$ cat config.mk
export PLATFORM = sky130hd
export DESIGN_NAME = ring_buffer_block_allocator
export DESIGN_NICKNAME = d
export VERILOG_FILES = /design/src/rbba_pkg.sv /design/src/ring_buffer_block_allocator.sv /design/src/rbba_cell.sv
export SDC_FILE = /design/constraint.sdc
export NUM_CORES = 1
export LEC_CHECK = 0
export ABC_CLOCK_PERIOD_IN_PS = 23700
export BUFFER_PORTS_ARGS = -buffer_cell sky130_fd_sc_hd__buf_2
export CAP_MARGIN = 40
export CORE_MARGIN = 3
export CORE_UTILIZATION = 68
export DETAILED_ROUTE_END_ITERATION = 10
export PLACE_DENSITY = 0.9
export SLEW_MARGIN = 30
export SYNTH_ARGS = -nofsm -noshare
export SYNTH_HDL_FRONTEND = slang
export SYNTH_SLANG_ARGS = --single-unit
$ cat constraint.sdc
create_clock -name clk -period 23.7 [get_ports clk]
set_input_delay 0 -clock clk [delete_from_list [all_inputs] [get_ports clk]]
set_output_delay 0 -clock clk [all_outputs]
set_load 0.01 [all_outputs]
$ cat src/rbba_pkg.sv
// ----------------------------------------------------------------------------
// Ring buffer block allocator package
// Shared widths, codes and the control bundle passed from the top level to
// each list cell.
// ----------------------------------------------------------------------------
package rbba_pkg;

    // Field and store widths fixed by the request and response formats.
    localparam int unsigned POS_W  = 13;
    localparam int unsigned LEN_W  = 13;
    localparam int unsigned OFF_W  = 12;
    localparam int unsigned CAP_W  = 13;
    localparam int unsigned LIVE_W = 5;

    // Register port geometry.
    localparam int unsigned APB_DW = 32;
    localparam int unsigned APB_AW = 3;

    // Register index, taken from the word address bit.
    localparam logic REG_CAPACITY = 1'b0;

    // Capacity after reset.
    localparam logic [CAP_W-1:0] CAP_RESET = 13'd4096;

    typedef logic [POS_W-1:0] pos_t;
    typedef logic [LEN_W-1:0] len_t;

    // Request kinds.
    typedef enum logic [1:0] {
        KIND_TRACKED   = 2'd0,
        KIND_UNTRACKED = 2'd1,
        KIND_FREE      = 2'd2,
        KIND_NONE      = 2'd3
    } kind_t;

    // Response status codes.
    typedef enum logic [2:0] {
        STAT_GRANTED    = 3'd0,
        STAT_BAD_LENGTH = 3'd1,
        STAT_NO_ROOM    = 3'd2,
        STAT_LIST_FULL  = 3'd3,
        STAT_FREED      = 3'd4,
        STAT_NOT_FOUND  = 3'd5
    } status_t;

    // Sequencer states.
    typedef enum logic [1:0] {
        ST_IDLE  = 2'd0,
        ST_EXEC  = 2'd1,
        ST_FIXUP = 2'd2
    } state_t;

    // Per-cell control bundle.
    typedef struct packed {
        logic load;      // write the new block into this cell
        logic shift_en;  // a free is executing this cycle
        logic valid;     // this cell holds a live block
    } cell_ctl_t;

endpackage

$ cat src/ring_buffer_block_allocator.sv
// ----------------------------------------------------------------------------
// Ring buffer block allocator
// Hands out contiguous regions of a circular store and keeps an ordered list
// of live blocks in a row of cells.
// ----------------------------------------------------------------------------
// A request is first captured; then, in the execute step, every list cell
// compares its start with the request in parallel, the first match ripples
// along the cell row, the row closes the gap and the response is registered.
// A free that finds its block then takes a rebuild step, which reads the new
// last entry of the row to rebuild the end offset. The response waits in an
// output register until taken; a response that cannot leave holds the block
// in its execute or rebuild step. Writing the capacity register empties the
// store; the user must do so only while idle, as the block does not enforce it.
module ring_buffer_block_allocator #(
    parameter int unsigned STORE_BYTES = 4096,
    parameter int unsigned MAX_BLOCKS  = 16
)
(
    input  logic                              clk,
    input  logic                              rst_n,
    // Register port
    input  logic                              psel,
    input  logic                              penable,
    input  logic                              pwrite,
    input  logic [rbba_pkg::APB_AW-1:0]       paddr,
    input  logic [rbba_pkg::APB_DW-1:0]       pwdata,
    output logic [rbba_pkg::APB_DW-1:0]       prdata,
    output logic                              pready,
    // Request channel
    input  logic                              req_valid,
    output logic                              req_stall,
    input  logic [1:0]                        kind,
    input  logic [rbba_pkg::LEN_W-1:0]        length,
    input  logic [rbba_pkg::OFF_W-1:0]        offset,
    // Response channel
    output logic                              rsp_valid,
    input  logic                              rsp_stall,
    output logic [2:0]                        status,
    output logic [rbba_pkg::OFF_W-1:0]        block_offset,
    output logic [rbba_pkg::LIVE_W-1:0]       live_blocks
);

    localparam int unsigned IDX_W     = $clog2(MAX_BLOCKS);
    localparam int unsigned CNT_W     = $clog2(MAX_BLOCKS + 1);
    localparam int unsigned CAP_MAX   = (1 << rbba_pkg::CAP_W) - 1;
    localparam int unsigned CAP_LIMIT = (STORE_BYTES > CAP_MAX) ? CAP_MAX : STORE_BYTES;
    localparam logic [rbba_pkg::CAP_W-1:0] CAP_LIM = rbba_pkg::CAP_W'(CAP_LIMIT);

    // Control state.
    rbba_pkg::state_t              state_reg;
    rbba_pkg::state_t              state_next;
    logic [rbba_pkg::CAP_W-1:0]    capacity_reg;
    logic [rbba_pkg::CAP_W-1:0]    capacity_next;
    rbba_pkg::pos_t                start_reg;
    rbba_pkg::pos_t                start_next;
    rbba_pkg::pos_t                end_reg;
    rbba_pkg::pos_t                end_next;
    logic [CNT_W-1:0]              count_reg;
    logic [CNT_W-1:0]              count_next;
    logic                          rsp_valid_reg;
    logic                          rsp_valid_next;

    // Captured request.
    rbba_pkg::kind_t               kind_reg;
    rbba_pkg::len_t                len_reg;
    logic [rbba_pkg::OFF_W-1:0]    off_reg;

    // Response payload.
    rbba_pkg::status_t             status_reg;
    rbba_pkg::status_t             status_next;
    logic [rbba_pkg::OFF_W-1:0]    boff_reg;
    logic [rbba_pkg::OFF_W-1:0]    boff_next;
    logic [rbba_pkg::LIVE_W-1:0]   live_reg;
    logic [rbba_pkg::LIVE_W-1:0]   live_next;

    // Handshake and sequencing.
    logic                          req_take;
    logic                          out_free;
    logic                          exec_go;
    logic                          fix_go;
    logic                          cap_wr;

    // Allocation arithmetic.
    logic [rbba_pkg::CAP_W-1:0]    cap_eff;
    rbba_pkg::pos_t                room_before;
    rbba_pkg::pos_t                room_after;
    rbba_pkg::pos_t                place_pos;
    rbba_pkg::pos_t                end_alloc;
    logic                          is_alloc;
    logic                          bad_len;
    logic                          list_full;
    logic                          fits;
    logic                          alloc_ok;
    logic                          free_ok;
    logic [IDX_W-1:0]              last_idx;

    // Cell row.
    rbba_pkg::cell_ctl_t           cell_ctl   [MAX_BLOCKS];
    rbba_pkg::pos_t                cell_start [MAX_BLOCKS];
    rbba_pkg::len_t                cell_len   [MAX_BLOCKS];
    logic [MAX_BLOCKS:0]           hit;
    rbba_pkg::pos_t                free_key;

    // Register port.
    assign pready = 1'b1;
    assign cap_wr = psel && penable && pwrite && pready && (paddr[2] == rbba_pkg::REG_CAPACITY);
    assign prdata = (paddr[2] == rbba_pkg::REG_CAPACITY)
                  ? {{(rbba_pkg::APB_DW - rbba_pkg::CAP_W){1'b0}}, capacity_reg}
                  : '0;

    // Effective capacity is bounded by the physical store.
    assign cap_eff = (capacity_reg > CAP_LIM) ? CAP_LIM : capacity_reg;

    // Sequencer next state.
    always_comb
    begin
        state_next = state_reg;
        case (state_reg)
            rbba_pkg::ST_IDLE:
            begin
                if (req_valid)
                begin
                    state_next = rbba_pkg::ST_EXEC;
                end
            end
            rbba_pkg::ST_EXEC:
            begin
                if (out_free)
                begin
                    state_next = free_ok ? rbba_pkg::ST_FIXUP : rbba_pkg::ST_IDLE;
                end
            end
            rbba_pkg::ST_FIXUP:
            begin
                if (out_free)
                begin
                    state_next = rbba_pkg::ST_IDLE;
                end
            end
            default:
            begin
                state_next = rbba_pkg::ST_IDLE;
            end
        endcase
    end

    // Sequencer outputs.
    always_comb
    begin
        req_stall = 1'b1;
        exec_go   = 1'b0;
        fix_go    = 1'b0;
        case (state_reg)
            rbba_pkg::ST_IDLE:
            begin
                req_stall = 1'b0;
            end
            rbba_pkg::ST_EXEC:
            begin
                exec_go = out_free;
            end
            rbba_pkg::ST_FIXUP:
            begin
                fix_go = out_free;
            end
            default:
            begin
                req_stall = 1'b1;
            end
        endcase
    end

    assign req_take = req_valid && !req_stall;
    assign out_free = !rsp_valid_reg || !rsp_stall;

    // Room after the end offset and before the start offset.
    always_comb
    begin
        if (start_reg <= end_reg)
        begin
            room_before = start_reg;
            room_after  = (end_reg <= cap_eff) ? (cap_eff - end_reg) : '0;
        end
        else
        begin
            room_before = '0;
            room_after  = start_reg - end_reg;
        end
    end

    // Placement and request checks.
    assign is_alloc  = (kind_reg == rbba_pkg::KIND_TRACKED) ||
                       (kind_reg == rbba_pkg::KIND_UNTRACKED);
    assign bad_len   = (cap_eff == '0) || (len_reg == '0) || (len_reg > cap_eff);
    assign list_full = (kind_reg == rbba_pkg::KIND_TRACKED) &&
                       (count_reg >= CNT_W'(MAX_BLOCKS));
    assign fits      = (room_after >= len_reg) || (len_reg <= room_before);
    assign place_pos = (room_after >= len_reg) ? end_reg : '0;
    assign end_alloc = place_pos + len_reg;
    assign alloc_ok  = is_alloc && !bad_len && !list_full && fits;
    assign free_ok   = (kind_reg == rbba_pkg::KIND_FREE) && (cap_eff != '0) && hit[MAX_BLOCKS];
    assign last_idx  = IDX_W'(count_reg - 1'b1);
    assign free_key  = {1'b0, off_reg};

    // Store and response updates.
    always_comb
    begin
        capacity_next  = capacity_reg;
        start_next     = start_reg;
        end_next       = end_reg;
        count_next     = count_reg;
        status_next    = status_reg;
        boff_next      = boff_reg;
        live_next      = live_reg;
        rsp_valid_next = rsp_valid_reg && rsp_stall;

        if (exec_go)
        begin
            if (is_alloc)
            begin
                rsp_valid_next = 1'b1;
                boff_next      = '0;
                if (bad_len)
                begin
                    status_next = rbba_pkg::STAT_BAD_LENGTH;
                end
                else if (list_full)
                begin
                    status_next = rbba_pkg::STAT_LIST_FULL;
                end
                else if (!fits)
                begin
                    status_next = rbba_pkg::STAT_NO_ROOM;
                end
                else
                begin
                    status_next = rbba_pkg::STAT_GRANTED;
                    boff_next   = place_pos[rbba_pkg::OFF_W-1:0];
                    end_next    = end_alloc;
                    if (kind_reg == rbba_pkg::KIND_UNTRACKED)
                    begin
                        start_next = place_pos;
                    end
                    else
                    begin
                        count_next = count_reg + 1'b1;
                    end
                end
                live_next = rbba_pkg::LIVE_W'(count_next);
            end
            else if (free_ok)
            begin
                // The response follows once the offsets are rebuilt.
                count_next = count_reg - 1'b1;
            end
            else
            begin
                rsp_valid_next = 1'b1;
                status_next    = rbba_pkg::STAT_NOT_FOUND;
                boff_next      = '0;
                live_next      = rbba_pkg::LIVE_W'(count_reg);
            end
        end

        // Rebuild start and end from the first and last live entries.
        if (fix_go)
        begin
            if (count_reg == '0)
            begin
                start_next = '0;
                end_next   = '0;
            end
            else
            begin
                start_next = cell_start[0];
                end_next   = cell_start[last_idx] + cell_len[last_idx];
            end
            rsp_valid_next = 1'b1;
            status_next    = rbba_pkg::STAT_FREED;
            boff_next      = '0;
            live_next      = rbba_pkg::LIVE_W'(count_reg);
        end

        // A capacity write starts a new, empty store.
        if (cap_wr)
        begin
            capacity_next = pwdata[rbba_pkg::CAP_W-1:0];
            start_next    = '0;
            end_next      = '0;
            count_next    = '0;
        end
    end

    // Control registers.
    always_ff @(posedge clk or negedge rst_n)
    begin
        if (!rst_n)
        begin
            state_reg     <= rbba_pkg::ST_IDLE;
            capacity_reg  <= rbba_pkg::CAP_RESET;
            start_reg     <= '0;
            end_reg       <= '0;
            count_reg     <= '0;
            rsp_valid_reg <= 1'b0;
        end
        else
        begin
            state_reg     <= state_next;
            capacity_reg  <= capacity_next;
            start_reg     <= start_next;
            end_reg       <= end_next;
            count_reg     <= count_next;
            rsp_valid_reg <= rsp_valid_next;
        end
    end

    // Request capture and response payload.
    always_ff @(posedge clk)
    begin
        if (req_take)
        begin
            kind_reg <= rbba_pkg::kind_t'(kind);
            len_reg  <= length;
            off_reg  <= offset;
        end
        status_reg <= status_next;
        boff_reg   <= boff_next;
        live_reg   <= live_next;
    end

    // Row of list cells; the first-match flag ripples upwards.
    assign hit[0] = 1'b0;

    for (genvar g = 0; g < MAX_BLOCKS; g++)
    begin : g_cell
        rbba_pkg::pos_t nb_start;
        rbba_pkg::len_t nb_len;

        assign cell_ctl[g].load     = exec_go && alloc_ok &&
                                      (kind_reg == rbba_pkg::KIND_TRACKED) &&
                                      (count_reg == CNT_W'(g));
        assign cell_ctl[g].shift_en = exec_go && (kind_reg == rbba_pkg::KIND_FREE) &&
                                      (cap_eff != '0);
        assign cell_ctl[g].valid    = (CNT_W'(g) < count_reg);

        if (g == MAX_BLOCKS - 1)
        begin : g_top
            assign nb_start = cell_start[g];
            assign nb_len   = cell_len[g];
        end
        else
        begin : g_mid
            assign nb_start = cell_start[g+1];
            assign nb_len   = cell_len[g+1];
        end

        rbba_cell u_cell (
            .clk       (clk),
            .ctl       (cell_ctl[g]),
            .key       (free_key),
            .new_start (place_pos),
            .new_len   (len_reg),
            .nb_start  (nb_start),
            .nb_len    (nb_len),
            .hit_in    (hit[g]),
            .hit_out   (hit[g+1]),
            .start     (cell_start[g]),
            .len       (cell_len[g])
        );
    end

    // Response ports.
    assign rsp_valid    = rsp_valid_reg;
    assign status       = status_reg;
    assign block_offset = boff_reg;
    assign live_blocks  = live_reg;

    // The list never holds more blocks than there are cells.
    a_count_bound: assert property (@(posedge clk) disable iff (!rst_n)
        count_reg <= CNT_W'(MAX_BLOCKS))
        else $error("block count exceeds the cell row");

    // The end offset never runs past the usable store.
    a_end_bound: assert property (@(posedge clk) disable iff (!rst_n)
        end_reg <= cap_eff)
        else $error("end offset beyond capacity");

    // A response only appears out of the execute or rebuild step.
    a_rsp_source: assert property (@(posedge clk) disable iff (!rst_n)
        $rose(rsp_valid_reg) |-> ($past(state_reg) == rbba_pkg::ST_EXEC ||
                                  $past(state_reg) == rbba_pkg::ST_FIXUP))
        else $error("response raised outside an execute step");

    // Entering the rebuild step means exactly one block was removed.
    a_fixup_entry: assert property (@(posedge clk) disable iff (!rst_n)
        (state_reg == rbba_pkg::ST_FIXUP && $past(state_reg) == rbba_pkg::ST_EXEC)
        |-> ($past(count_reg) == count_reg + 1'b1))
        else $error("rebuild step without a removed block");

endmodule

$ cat src/rbba_cell.sv
// ----------------------------------------------------------------------------
// Block list cell
// Holds one live block (start and length). Compares its start with the free
// key, passes the first-match flag along the row and, at or above the first
// match, takes the entry of its upper neighbour to close the gap.
// ----------------------------------------------------------------------------
module rbba_cell
(
    input  logic                clk,
    input  rbba_pkg::cell_ctl_t ctl,
    input  rbba_pkg::pos_t      key,
    input  rbba_pkg::pos_t      new_start,
    input  rbba_pkg::len_t      new_len,
    input  rbba_pkg::pos_t      nb_start,
    input  rbba_pkg::len_t      nb_len,
    input  logic                hit_in,
    output logic                hit_out,
    output rbba_pkg::pos_t      start,
    output rbba_pkg::len_t      len
);

    rbba_pkg::pos_t start_reg;
    rbba_pkg::pos_t start_next;
    rbba_pkg::len_t len_reg;
    rbba_pkg::len_t len_next;
    logic           match;
    logic           take_nb;

    // A live entry matches when its start equals the key.
    assign match   = ctl.valid && (start_reg == key);
    assign hit_out = hit_in || match;
    assign take_nb = ctl.shift_en && (hit_in || match);

    // Next entry: a new block, the neighbour's entry, or unchanged.
    always_comb
    begin
        start_next = start_reg;
        len_next   = len_reg;
        if (ctl.load)
        begin
            start_next = new_start;
            len_next   = new_len;
        end
        else if (take_nb)
        begin
            start_next = nb_start;
            len_next   = nb_len;
        end
    end

    // Entry storage; contents are meaningful only while the cell is live.
    always_ff @(posedge clk)
    begin
        start_reg <= start_next;
        len_reg   <= len_next;
    end

    assign start = start_reg;
    assign len   = len_reg;

endmodule

==> results by group, run 1 <==
Outcome
  • Status: finished, final reports clean

Clock tree
  • Clk sink count: 510
  • Root buf cell: clkbuf_16
  • H-Tree Depth: 2
  • Worst-Skew Late Latency: 0.66 ns
  • TritonCTS Buffers: 53
  • Setup bufs post-CTS: 0
  • TritonCTS clock tree: done
  • Bufs on Longest Clock Path: 3
  • Clock-pin slew on the worst setup and hold paths: 0.07 ns
  • Post-CTS Resized: 0

Timing
  • Sum Neg Setup Slack: 0 ns
  • Rel. slew slack: 36.1%
  • Slew Viols, Final: 0
  • Transition time of the tightest slew-check pin: 0.956 ns
  • Fin crit period: 8.75 ns
  • RSZ-0062 raised after global routing: false
  • Period Utilization, post-route: 36.9%
  • Max Freq: 114 MHz
  • Final Hold Fails: 0
  • Clock skew: 0.0263 ns
  • Final setup fails: 0

Synthesis
  • Main combinational cell family by area after synthesis: simple AND/OR/NAND/NOR gates
  • Synth Warn #: 0
  • Mux contribution to synthesized area: 11.2%
  • Top cells by area, synth: edfxtp_1, mux4_2, o21ai_0
  • Synthesized area: 0.0307 sq mm
  • Avg Cell Area, Syn: 10.9 sq um
  • Register area share after synthesis: 48.6%
  • Distinct cells, synth: 85
  • Adder-cell share of the synthesized area: 4.09%
  • Compound-gate portion of the synthesized area: 11.4%
  • Xor/xnor share of the synthesized area: 6.71%
  • Simple-Gate Fraction of Synth Area: 13.6%
  • Yosys top cell by area: edfxtp_1
  • Top FF cell, synth: edfxtp_1
  • Synth Instances: 2815
  • Post-synth ARST share: 9.22%
  • EDFF count, synth: 448
  • Yosys reg bits: 510
  • Top-area cell type share of the netlist area: 43.8%

Worst hold path
  • Hold Path Origin: offset[11]
  • WHS Endpoint: off_reg[11]$_DFFE_PP_
  • Hold path depth: 2
  • Hold Crit Class: input pin to flip-flop

Worst setup path
  • Critical Path Sink Type: flip-flop
  • Worst endpoint required time: 24.23 ns
  • Worst-path fanout max: 16
  • Flop2flop setup slack: 14.95 ns
  • Most frequent CP cell: ha_1
  • Worst r2r path cells: 28
  • Startpoint Class: flip-flop
  • Slowest stage cell on the critical path: nand2_1
  • RR Startpoint: end_reg[1]$_DFFE_PN0P_
  • Reg2reg end: end_reg[12]$_DFFE_PN0P_
  • Setup CP Type: flip-flop to flip-flop
  • CP arrival: 9.28 ns
  • Delay of the slowest critical-path stage: 0.84 ns

Cells and area
  • Layout cells sized above 1: 15.0%
  • Synth-to-layout area growth: 10.7%
  • Nets: 3063
  • Fin cells: 3532

Route
  • WL/cell: 31.2 microns
  • WL final: 110 mm
  • Routed Antenna Nets: 0
  • Post-route DRC violation count: 0
  • Detailed Route Iter0 Violations: 4316
  • Vias: 25900
  • First drt pass iteration count: 8
  • Vias/cell: 7.34

Pwr
  • Leak pwr: 13.1 nW
  • Cell area power density: 126 mW/mm^2
  • IR drop worst, VDD: 106 uV

Die
  • # IOs: 124
  • Die ar.: 0.0477 sq mm
  • Cell row count: 77
  • Initial core utilization: 69.1%
  • Die height: 218 microns
  • Core area: 0.0444 sq mm
  • Die X: 218 microns

Job
  • Max Cap Viol: 0

Global routing
  • Grt ovf: 0
  • Global-route wire length before repair: 160 mm
  • Largest net degree at the start of global routing: 54
  • Vias in the first global route: 25200
  • GRT Total Usage: 46.1%
  • Antenna violations before repair: 4

Place
  • Number of instances in the placed design: 3356
  • Port bufs: 82
  • Gpl congestion: 1.00
  • DP HPWL: 70.5 mm
[what timing repair did]
action / 4_1_cts / 5_1_grt
setup endpoints to repair: 0 / 0
hold endpoints to repair: 93 / 0
hold buffers: 71 / 0
[stage by stage]
step / util (%) / instance area, sq um / hold slack, ns / total power, mW / setup WS [ns]
floorplan: - / 30800 / -0.296 / 2.59 / 16.24
global placement: 70.6 / 31400 / 0.178 / 3.20 / 15.02
detailed placement: 70.9 / 31500 / 0.0623 / 3.27 / 15.27
CTS: 76.3 / 33900 / 0.0647 / 4.13 / 15.17
global route: 76.5 / 34000 / 0.0669 / 4.40 / 14.62
finish: 76.5 / 34000 / 0.0644 / 4.27 / 14.95
[final cells by class]
class                   count  area, sq um
clock inverters            34          337
repair buffers            222         1740
fillers                  2815        10400
flip-flops and latches    510        14900
well taps                 592          741
diodes                      1         2.50
multi-input cells        2032        14600
clock buffers              64         1370
inverters                  77          289
[cells in the mapped netlist (all sizes together), types with 5 or more instances]
cell type / count
nand4: 55
o31ai: 6
o21bai: 6
a21oi: 69
or3: 15
mux4: 130
nand2b: 11
dfrtp: 46
a22oi: 13
nor2b: 22
nand2: 504
edfxtp: 448
nor4: 69
or4: 5
o21ai: 422
buf: 116
nand4b: 5
and3: 18
nor2: 75
clkbuf: 98
mux2: 40
a21o: 17
xor2: 169
dfxtp: 15
o21a: 8
ha: 94
a31oi: 8
inv: 77
nand3: 41
nor3: 44
a211oi: 17
xnor2: 66
[power breakdown]
part	internal, mW	switching [mW]	leakage, nW
combinational	0.908	1.42	7.56
clock	0.468	0.382	0.829
sequential	1.02	0.0786	4.73
[how the worst max path moves through the flow]
| stage | slack [ns] | cells after the start | endpoint | start |
|---|---|---|---|---|
| after floorplan | 16.24 | 21 | g_cell[13].u_cell.len[0]$_DFFE_PP_ | end_reg[1]$_DFFE_PN0P_ |
| after global placement | 15.02 | 32 | end_reg[12]$_DFFE_PN0P_ | capacity_reg[12]$_DFFE_PN1P_ |
| after detailed placement | 15.27 | 28 | end_reg[11]$_DFFE_PN0P_ | end_reg[1]$_DFFE_PN0P_ |
| after CTS | 15.17 | 29 | end_reg[12]$_DFFE_PN0P_ | end_reg[1]$_DFFE_PN0P_ |
| after global routing | 14.62 | 28 | end_reg[12]$_DFFE_PN0P_ | end_reg[1]$_DFFE_PN0P_ |
| final | 14.95 | 28 | end_reg[12]$_DFFE_PN0P_ | end_reg[1]$_DFFE_PN0P_ |
[cells by family after synthesis]
family,after synthesis
xor gates and xnor gates,235
adders and majority gates,98
muxes,171
AOI/OAI and AO/OA,617
other,2
DFF,510
and+or+nand+nor,891
buffers and inverters,291
[cell usage in the layout (no fill, tap or decap), types with 33 or more instances in the layout]
cell type and n:
mux4_2 129, buf_2 82, nor3_1 41, edfxtp_1 448, nor2_1 74, xor2_1 169, dlygate4sd3_1 70, dfrtp_1 45
nand2_1 502, a21oi_1 67, clkbuf_16 53, nand3_1 33, buf_4 58, inv_1 77, ha_1 93, nor4_1 67
xnor2_1 64, nand4_1 54, o21ai_0 403
[layer usage]
metal	up-vias	wire length, microns	global-route usage [%]
li1	10600	-	-
met1	12100	35600	58.0
met2	2539	47200	67.4
met3	704	17100	15.2
met4	6	10200	33.0
met5	-	72	0
[worst max-delay path, delay by kind of cell, from the launching register on]
family,cells,cell delay [ns]
AO/OA/AOI/OAI,15,3.59
adder cells (fa/ha/maj),3,1.03
buffers and inverters,2,0.77
XOR/XNOR,1,0.20
flip-flops,1,0.48
AND/OR/NAND/NOR,7,2.56
Power figures use the tool's default switching activity.
==> run 2: changes to the inputs <==
- ABC_CLOCK_PERIOD_IN_PS: 23700 -> 8870
- CORE_UTILIZATION: 68 -> 63
- PLACE_DENSITY: 0.9 -> 0.84
- clock period: 23.7 -> 8.87 ns (I/O delays scaled with it)
==> results by group, run 2 (synthesized netlist as in run 1, its figures left out) <==
Outcome
  • Status: finished, final reports clean

Route
  • Post-route DRC violation count: 0
  • Vias: 25300
  • Vias/cell: 7.11
  • Detailed Route Iter0 Violations: 3854
  • First drt pass iteration count: 7
  • WL/cell: 30.0 microns
  • Routed Antenna Nets: 0
  • WL final: 107 mm

Worst hold path
  • Hold Crit Class: input pin to asynchronous set/reset pin

Cells and area
  • Layout cells sized above 1: 15.8%
  • Nets: 3056
  • Most frequent cells in the layout: nand2_1, edfxtp_1, o21ai_0
  • Commonest non-fill, non-tap cell in the layout: nand2_1
  • Fin cells: 3550
  • Fill count: 3292
  • Synth-to-layout area growth: 11.0%

Worst setup path
  • Delay of the slowest critical-path stage: 0.44 ns
  • Worst endpoint required time: 9.38 ns
  • Most frequent CP cell: ha_1
  • Startpoint Class: flip-flop
  • CP arrival: 8.45 ns
  • Worst-path fanout max: 16
  • Setup CP Type: flip-flop to flip-flop
  • Slowest stage cell on the critical path: o41ai_1
  • Critical Path Sink Type: flip-flop

Timing
  • Clock skew: 0.0386 ns
  • Sum Neg Setup Slack: 0 ns
  • RSZ-0062 raised after global routing: false
  • Final setup fails: 0
  • Fin crit period: 7.94 ns
  • Slew Viols, Final: 0
  • Transition time of the tightest slew-check pin: 0.917 ns
  • Final Hold Fails: 0
  • Period Utilization, post-route: 89.5%
  • Rel. slew slack: 38.7%
  • Max Freq: 126 MHz

Die
  • Initial core utilization: 64.0%
  • Die X: 227 microns
  • Cell row count: 80
  • Die ar.: 0.0514 sq mm
  • # IOs: 124
  • Die height: 227 microns
  • Core area: 0.0479 sq mm

Clock tree
  • Clk sink count: 510
  • Post-CTS Resized: 0
  • TritonCTS Buffers: 52
  • Setup bufs post-CTS: 0
  • Worst-Skew Late Latency: 0.65 ns
  • Root buf cell: clkbuf_16
  • Bufs on Longest Clock Path: 3
  • H-Tree Depth: 2
  • Hold Buf Count CTS: 57
  • Clock-pin slew on the worst setup and hold paths: 0.07 ns
  • TritonCTS clock tree: done

Place
  • Gpl congestion: 1.01
  • Number of instances in the placed design: 3390
  • DP HPWL: 72.0 mm
  • Port bufs: 82

Job
  • Max Cap Viol: 0

Global routing
  • Vias in the first global route: 24500
  • Grt ovf: 0
  • Largest net degree at the start of global routing: 78
  • Antenna violations before repair: 1
  • Global-route wire length before repair: 156 mm
  • GRT Total Usage: 41.4%

Pwr
  • Leak pwr: 13.2 nW
  • IR drop worst, VDD: 320 uV
  • Cell area power density: 332 mW/mm^2
-- run 2: cell types whose count changed in the layout (fill, tap and decap cells not counted), sizes merged --
cell / delta
bufinv: -1
clkinv: +1
diode: +1
buf: +7
inv: +2
clkbuf: -2
dlygate4sd3: -13
-- run 2: path summary, 6_finish.rpt --
check,start,endpoint,slack (ns),cells past startpoint
setup / recovery,end_reg[1]$_DFFE_PN0P_,end_reg[12]$_DFFE_PN0P_,0.93,32
min in group clk,kind[1],kind_reg[1]$_DFFE_PP_,0.07,2
setup reg to reg,end_reg[1]$_DFFE_PN0P_,end_reg[12]$_DFFE_PN0P_,0.93,32
hold reg to reg,block_offset[1]$_SDFFE_PP0P_,block_offset[1]$_SDFFE_PP0P_,0.45,2
hold / removal,rst_n,count_reg[0]$_DFFE_PN0P_,0.02,3
max in group asynchronous,rst_n,count_reg[0]$_DFFE_PN0P_,8.35,3
-- run 2: per-stage QoR --
step                      hold WS [ns]  util (%)  power, mW  area, sq um  setup WS, ns
final                           0.0222      71.1       11.3        34100         0.927
after global routing            0.0849      71.1       11.7        34100         0.290
after CTS                      0.00219      71.0       11.1        34000         0.996
after detailed placement         0.143      66.0       8.69        31600          1.05
after global placement           0.138      65.7       8.59        31500          1.15
after floorplan                 -0.296         -       6.92        30800          1.41
-- run 2: layout make-up --
class | instances | area, sq um | share of cell area, %
Multi-Input combinational cell | 2032 | 14600 | 42.8
Inverter | 77 | 289 | 0.848
Antenna cell | 2 | 5.00 | 0.0147
Sequential cell | 510 | 14900 | 43.8
Clock inverter | 36 | 345 | 1.01
Clock buffer | 62 | 1490 | 4.36
Tap cell | 615 | 769 | 2.26
Timing Repair Buffer | 216 | 1660 | 4.88
-- run 2: metal layers --
layer | wire, microns | track usage [%]
met5 | 0 | 0
met4 | 8420 | 26.4
met3 | 15300 | 11.6
met2 | 46500 | 61.6
met1 | 36400 | 53.9
-- run 2: power by group --
group          switching (mW)  leakage [nW]  internal (mW)
logic                    3.63          7.56           2.43
clock network            1.02         0.911           1.32
registers               0.196          4.73           2.71
total                    4.85          13.2           6.47
-- run 2: worst max-delay path: cells and delay by family, from the launching register on --
| family | cells | cell delay [ns] |
|---|---|---|
| xor gates and xnor gates | 1 | 0.19 |
| AOI/OAI and AO/OA | 16 | 3.79 |
| and+or+nand+nor | 7 | 1.20 |
| adders and majority gates | 4 | 1.30 |
| DFF | 1 | 0.41 |
| buffers and inverters | 4 | 0.94 |
